`config.mk`:
```
export PLATFORM = sky130hd
export DESIGN_NAME = gfmac_ram
export DESIGN_NICKNAME = d
export VERILOG_FILES = /design/src/gfmac_ram.sv
export SDC_FILE = /design/constraint.sdc
export NUM_CORES = 1
export LEC_CHECK = 0
export ABC_AREA = 1
export ABC_CLOCK_PERIOD_IN_PS = 10950
export BUFFER_PORTS_ARGS = -buffer_cell sky130_fd_sc_hd__buf_4
export CORE_MARGIN = 4
export CORE_UTILIZATION = 40
export CTS_BUF_LIST = sky130_fd_sc_hd__clkbuf_16
export DETAILED_ROUTE_END_ITERATION = 12
export GPL_ROUTABILITY_DRIVEN = 0
export PLACE_DENSITY_LB_ADDON = 0.25
export SLEW_MARGIN = 20
export SYNTH_ARGS = -nofsm -noshare
export SYNTH_HDL_FRONTEND = slang
export SYNTH_SLANG_ARGS = --single-unit
```
`constraint.sdc`:
```
create_clock -name clock -period 10.95 [get_ports clock]
set_input_delay 1.6425 -clock clock [delete_from_list [all_inputs] [get_ports clock]]
set_output_delay 1.6425 -clock clock [all_outputs]
set_load 0.02 [all_outputs]
```
`src/gfmac_ram.sv`:
```
// Generic single-write, single-read synchronous RAM with registered read data.
`default_nettype none

module gfmac_ram #(
   parameter int WIDTH = 64,
   parameter int DEPTH = 16,
   localparam int ADDR_W = (DEPTH > 1) ? $clog2(DEPTH) : 1
) (
   input  wire logic              clock,
   input  wire logic              wr_en,
   input  wire logic [ADDR_W-1:0] wr_addr,
   input  wire logic [WIDTH-1:0]  wr_data,
   input  wire logic [ADDR_W-1:0] rd_addr,
   output logic      [WIDTH-1:0]  rd_data
);

   logic [WIDTH-1:0] mem [DEPTH];
   logic [WIDTH-1:0] rd_data_ff;

   // A read of the entry being written returns the old contents.
   always_ff @(posedge clock) begin
      if (wr_en) begin
         mem[wr_addr] <= wr_data;
      end
      rd_data_ff <= mem[rd_addr];
   end

   assign rd_data = rd_data_ff;

endmodule

`default_nettype wire

```
# [Word-level counts from Yosys, hierarchy flattened]
# Memories as Yosys holds them, arrays and structs flattened. A register that Yosys moved wholly into a read port is not among the register bits.
# Index checks and enable logic that the tools add are counted.
[totals] register_bits=0 ram_bits=1024 in_bits=74 output_inout_bits=64 word_cells=3 n_memories=1
[mem_list] name="mem" depth=16 width=64 read_ports=1 rd_clocked_by_memory_dff=1 write_ports=1 line_no="17" source="logic [WIDTH-1:0] mem [DEPTH];"
[op_classes] muxes=2
[ops] operator="2-to-1 mux 1 bit" n=2

# [Longest topological paths before layout]
# Gate-level depths: netlist of the first run.
[depth] ltp_word=2 ltp_mapped=10 depth_no_buf=7

# [Worst setup path before layout of the first run]
# Ideal clock, no wire load.
[synth_timing] path_type="input port to flip-flop" startpoint="input wr_addr[2]" endpoint="memory mem[10][0] (enable)" arrival_time_ns=4.535 t_required_ns=10.464 path_slack_ns=5.929 path_stages=2 n_path_buf=0 path_cell_list="nand3b_1 -> nor2_1"
[synth_lines] element="start, declared" line_no="11" source="input wire logic [ADDR_W-1:0] wr_addr,"
[synth_lines] element="end, declared" line_no="17"
# Straight into the memory's write port.

==> results of run 1 <==
[path summary, 6_finish.rpt]
check	start	endpoint	slack [ns]
max	rd_addr[0]	rd_data[47]$_DFF_P_	6.27
min	mem[10][44]$_DFFE_PP_	rd_data[44]$_DFF_P_	0.65
max reg2reg	mem[12][14]$_DFFE_PP_	rd_data[14]$_DFF_P_	9.75
min reg2reg	mem[10][44]$_DFFE_PP_	rd_data[44]$_DFF_P_	0.65
[metal layers]
metal / up-vias / global-route usage (%)
li1: 13764 / -
met1: 13965 / 26.9
met2: 770 / 31.1
met3: 153 / 3.22
met4: 10 / 4.53
met5: - / 0
[flip-flops by register name, indices dropped and copies added, names as in the netlist]
| register | count |
|---|---|
| rd_data | 64 |
| mem | 1024 |
[logic make-up (layout without fill, tap and decap cells)]
logic type    Yosys count  after routing  share of synthesized area, %
other cells             0              4                             0
simple gates         2137           2137                          19.9
buf+inv               985           1160                          9.42
flops                1088           1088                          70.7
[tightest hold or removal path, stage by stage, from the launching register on]
cell	delay (ns)
edfxtp_1	0.32
nand2_1	0.05
nand2_1	0.05
nand2_1	0.04
nand3_1	0.06
nand3_1	0.06
nand2_1	0.05
[stage by stage]
step | utilization [%] | instances | cell area (um2) | hold slack (ns)
floorplan | - | 4210 | 45300 | 0.607
global placement | 42.1 | 5675 | 47300 | 0.631
detailed placement | 42.1 | 5676 | 47300 | 0.636
CTS | 45.3 | 5885 | 51000 | 0.643
global route | 45.3 | 5887 | 51000 | 0.690
finish | 45.3 | 5889 | 51000 | 0.647
[Yosys cell counts, types with 2 or more instances]
cell type     n  share of area (%)
nand2_1    1349                 11
edfxtp_1   1024                 68
inv_1       771                6.4
nand3_1     769                8.5
buf_2       116                1.3
dfxtp_1      64                2.8
buf_6        46                1.1
clkbuf_1     21               0.17
nor2_1       17               0.14
buf_4        16               0.27
buf_1        11              0.091
inv_2         2              0.017
nand3b_1      2              0.033
[power by group through the flow]
stage,clock network [uW],logic (uW),registers (uW)
2_1_floorplan,0,313,4800
3_3_place_gp,0,568,4780
3_5_place_dp,0,573,4780
4_1_cts,3830,575,4690
5_1_grt,4020,631,4690
6_report,3760,570,4690
[area by class of cell]
class | count | area share (%)
clock buffers | 116 | 5.69
clock inverters | 93 | 1.44
diodes | 4 | 0.0196
inverters | 774 | 5.78
multi-input cells | 2137 | 17.9
flip-flops and latches | 1088 | 62.8
repair buffers | 177 | 2.71
well taps | 1500 | 3.68
==> impl_metrics.tcl, run 1 <==
set metrics [dict create \
    fin_ws_ns 6.27 \
    clockBufferDepth 3 \
    wl_met3_um 7030 \
    synth_flop_cell "edfxtp_1" \
    antenna_found_initial 11 \
    final_max_slew_viol_count 153 \
    path_delay_family "buffers and inverters" \
    syn-num-nets 4284 \
    clkPwrFrac_pct 41.7 \
    power_leakage_uw 0.0216 \
    synth_area_mm2 0.0453 \
    reg2reg_depth 6 \
    synthToLayoutAreaGrowth_pct 12.6 \
    cts_inserted_buffers 112 \
    mostFrequentLayoutCells "nand2_1 (1,349), edfxtp_1 (1,024), inv_1 (792)" \
    p_int_uw 7010 \
    p_sw_uw 2010 \
    relSlewSlack_pct -27.9 \
    h-tree-depth 3 \
    drive_above_1_share_pct 8.12 \
    max_stage_delay_ns 0.92 \
    ios 138 \
    dieWidth_um 344 \
    fmax_mhz 213 \
    die_area_mm2 0.119 \
    seq_power_share_pct 52.0 \
    clock-sinks 1088 \
    violations "max-slew violations" \
    synth_area_per_cell_um2 10.8 \
    tightestPinTransition_ns 1.92 \
    drt_first_iter_violations 2625 \
    firstDrtPassIters 5 \
    wl_per_cell_um 19.4 \
    hold_path_class "reg2reg" \
    worstSetupStartpointType "input port" \
    ys_seq_area_share_pct 70.7 \
    dr_total_vias 28662 \
    path_cells "buf_8 > clkinv_16 > buf_4 > buf_4 > nand2_1 > nand3_1 > nand3_1 > nand3_1 > nand2_1" \
    cts_resized 0 \
    status "complete, but fails checks" \
    insertion_delay_ns 0.67 \
    syn_inst 4210 \
    cts-root-buf "clkbuf_16" \
    grt_use_total_pct 19.1 \
    finalPower_uw 9020 \
    final_antenna_net_count 0 \
    gr-total-overflow 0 \
    die_h_um 344 \
    wl_um 114000 \
    worst-path-stages 9 \
    io_buffers 137 \
    p_comb_share_pct 6.3 \
    final_common_cell "nand2_1" \
    cap_violations 0 \
    wl_met2_um 53500 \
    synth_edf_count 1024 \
    grt_pass1_wl_um 171000 \
    critPathMaxFanout 338 \
    finalSetupViolations 0 \
    endpoint_kind "register" \
    fill_cells 10276 \
    fp-row-count 123 \
    fin_crit_ns 4.68 \
    m1WireLength_um 51800 \
    cp_data_required_time_ns 11.51 \
    p_per_area_mw_per_mm2 177 \
    post_cts_buffers 0 \
    multi_input_area_mm2 0.00911 \
    grt_pass1_vias 27220 \
    synthArstFlopShare_pct 0 \
    swShare_pct 22.3 \
    start_util_pct 40.3 \
    regArea_mm2 0.0320 \
    worst_path_most_repeated_cell "nand3_1" \
    top_layer "met5" \
    cts_tree "yes" \
    crit_slowest_cell "buf_4" \
    hold_viol 0 \
    preCtsSetupSlack_ns 5.79 \
    setup_tns_ns 0 \
    vias_per_cell 4.87 \
    irDropWorstVdd_uv 126 \
    ys_warn_count 0 \
    hold_depth 6 \
    finClkSkew_ns 0.0109 \
    fp.coreArea_mm2 0.112 \
    dp_hpwl_um 52600 \
    hold_buffers 0 \
    ys_types 15 \
    finalCritPeriodShare_pct 42.8 \
    finalNetCount 4364 \
    rsz0062_at_grt "no" \
    grt_max_degree 339 \
    critPathBufInv 4 \
    drc_errors 0 \
    yosys_register_bits 1088 \
    clk_pin_slew_ns 0.06 \
    arrival_ns 5.25 \
    worstSetupPathType "in2reg" \
]
No activity file was read; power rests on OpenSTA's default activity.
==> run 2, diff against run 1 <==
Settings changed: ABC_CLOCK_PERIOD_IN_PS 10950 to 4100.
Clock period 10.95 ns to 4.1 ns, I/O delays scaled along.
==> impl_metrics.tcl, run 2 (synthesized netlist as in run 1, its figures left out) <==
set metrics [dict create \
    status "complete, no violations" \
    swShare_pct 22.9 \
    max_stage_delay_ns 0.55 \
    drive_above_1_share_pct 8.26 \
    wl_per_cell_um 19.2 \
    p_sw_uw 5380 \
    drt_first_iter_violations 2807 \
    grt_pass1_wl_um 171000 \
    final_antenna_net_count 0 \
    cp_data_required_time_ns 4.68 \
    clockBufferDepth 3 \
    clock-sinks 1088 \
    worst_path_most_repeated_cell "nand2_1" \
    hold_buffers 0 \
    antenna_found_initial 10 \
    die_area_mm2 0.119 \
    dr_total_vias 28389 \
    critPathMaxFanout 249 \
    hold_path_class "in2reg" \
    timing.rr.start "mem[3][41]$_DFFE_PP_" \
    wl_um 113000 \
    start_util_pct 40.3 \
    p_int_uw 18200 \
    final_common_cell "nand2_1" \
    p_comb_share_pct 6.5 \
    worstSetupPathType "in2reg" \
    path_cells "buf_8 > clkinv_16 > buf_4 > nand2_1 > nand2_1 > nand2_1 > nand3_1 > nand3_1 > nand2_1" \
    dp_hpwl_um 54900 \
    setup_tns_ns 0 \
    firstDrtPassIters 5 \
    h-tree-depth 3 \
    fp-row-count 123 \
    post_cts_buffers 0 \
    p_per_area_mw_per_mm2 459 \
    crit_slowest_cell "buf_4" \
    rsz0062_at_grt "no" \
    mostFrequentLayoutCells "nand2_1 (1,349), edfxtp_1 (1,024), inv_1 (805)" \
    clk_pin_slew_ns 0.06 \
    vias_per_cell 4.80 \
    clkPwrFrac_pct 40.3 \
    regMostFlops "mem" \
    largest_reg_flops 1024 \
    worst_hold_slack_ns 0.220 \
    power_leakage_uw 0.0217 \
    hold_viol 0 \
    arrival_ns 2.76 \
    grt_max_degree 250 \
    cts_resized 0 \
    path_delay_family "buffers and inverters" \
    irDropWorstVdd_uv 334 \
    drc_errors 0 \
    grt_use_total_pct 19.1 \
    fill_cells 10173 \
    cts_inserted_buffers 113 \
    worstHoldStart "wr_data[3]" \
    die_h_um 344 \
    io_buffers 137 \
    startpoint "rd_addr[0]" \
    fmax_mhz 458 \
    tightestPinTransition_ns 1.07 \
    grt_pass1_vias 27307 \
    fp.coreArea_mm2 0.112 \
    insertion_delay_ns 0.69 \
    finalNetCount 4383 \
    worstSetupStartpointType "input port" \
    synthToLayoutAreaGrowth_pct 13.2 \
    cts_tree "yes" \
    critPathBufInv 3 \
    endpoint_kind "register" \
    dieWidth_um 344 \
    gr-total-overflow 0 \
    relSlewSlack_pct 28.4 \
    finalSetupViolations 0 \
    cap_violations 0 \
    ios 138 \
    fin_crit_ns 2.18 \
    final_max_slew_viol_count 0 \
    finalCritPeriodShare_pct 53.3 \
    finClkSkew_ns 0.0279 \
    seq_power_share_pct 53.2 \
    cts-root-buf "clkbuf_16" \
]
[run 2: path summary, 6_finish.rpt]
| check | endpoint | slack (ns) | cells after the start |
|---|---|---|---|
| hold reg to reg | rd_data[3]$_DFF_P_ | 0.63 | 6 |
| setup reg to reg | rd_data[41]$_DFF_P_ | 3.01 | 6 |
| hold / removal | mem[5][3]$_DFFE_PP_ | 0.22 | 1 |
| setup / recovery | rd_data[26]$_DFF_P_ | 1.92 | 9 |
[run 2: area by class of cell]
class	count	area, um2	share of cell area [%]
flip-flops and latches	1088	32000	62.5
multi-input cells	2137	9110	17.8
inverters	774	2950	5.75
clock buffers	114	2850	5.56
well taps	1500	1880	3.66
repair buffers	195	1870	3.65
clock inverters	101	572	1.12
diodes	7	17.5	0.0342
[run 2: worst register-to-register path, delay by kind of cell, from the launching register on]
kind | cells | cell delay [ns]
simple gates | 5 | 0.50
flops | 1 | 0.39
buf+inv | 1 | 0.09
[run 2: per-stage QoR]
| stage | total power [uW] | utilization (%) | setup slack, ns | cell area [um2] | std cells |
|---|---|---|---|---|---|
| final | 23500 | 45.6 | 1.92 | 51300 | 5916 |
| after detailed placement | 14300 | 42.5 | 1.29 | 47800 | 5694 |
| after CTS | 23800 | 45.6 | 2.04 | 51300 | 5909 |
| after floorplan | 13700 | - | 0.106 | 45300 | 4210 |
| after global placement | 14300 | 42.5 | 1.30 | 47800 | 5694 |
| after global routing | 24400 | 45.6 | 1.77 | 51300 | 5911 |
[run 2: metal layers]
metal / wire length, um / global-route usage [%] / up-vias
met5: 33 / 0 / -
met2: 52600 / 31.0 / 679
li1: - / - / 13819
met1: 51400 / 26.8 / 13723
met4: 2240 / 4.54 / 4
met3: 7040 / 3.40 / 164
[run 2: power groups by stage]
stage	clock network [uW]	logic (uW)	registers (uW)
finish	9490	1530	12500
global route	10100	1710	12500
CTS	9680	1550	12500
detailed placement	0	1540	12800
global placement	0	1530	12800
floorplan	0	836	12800
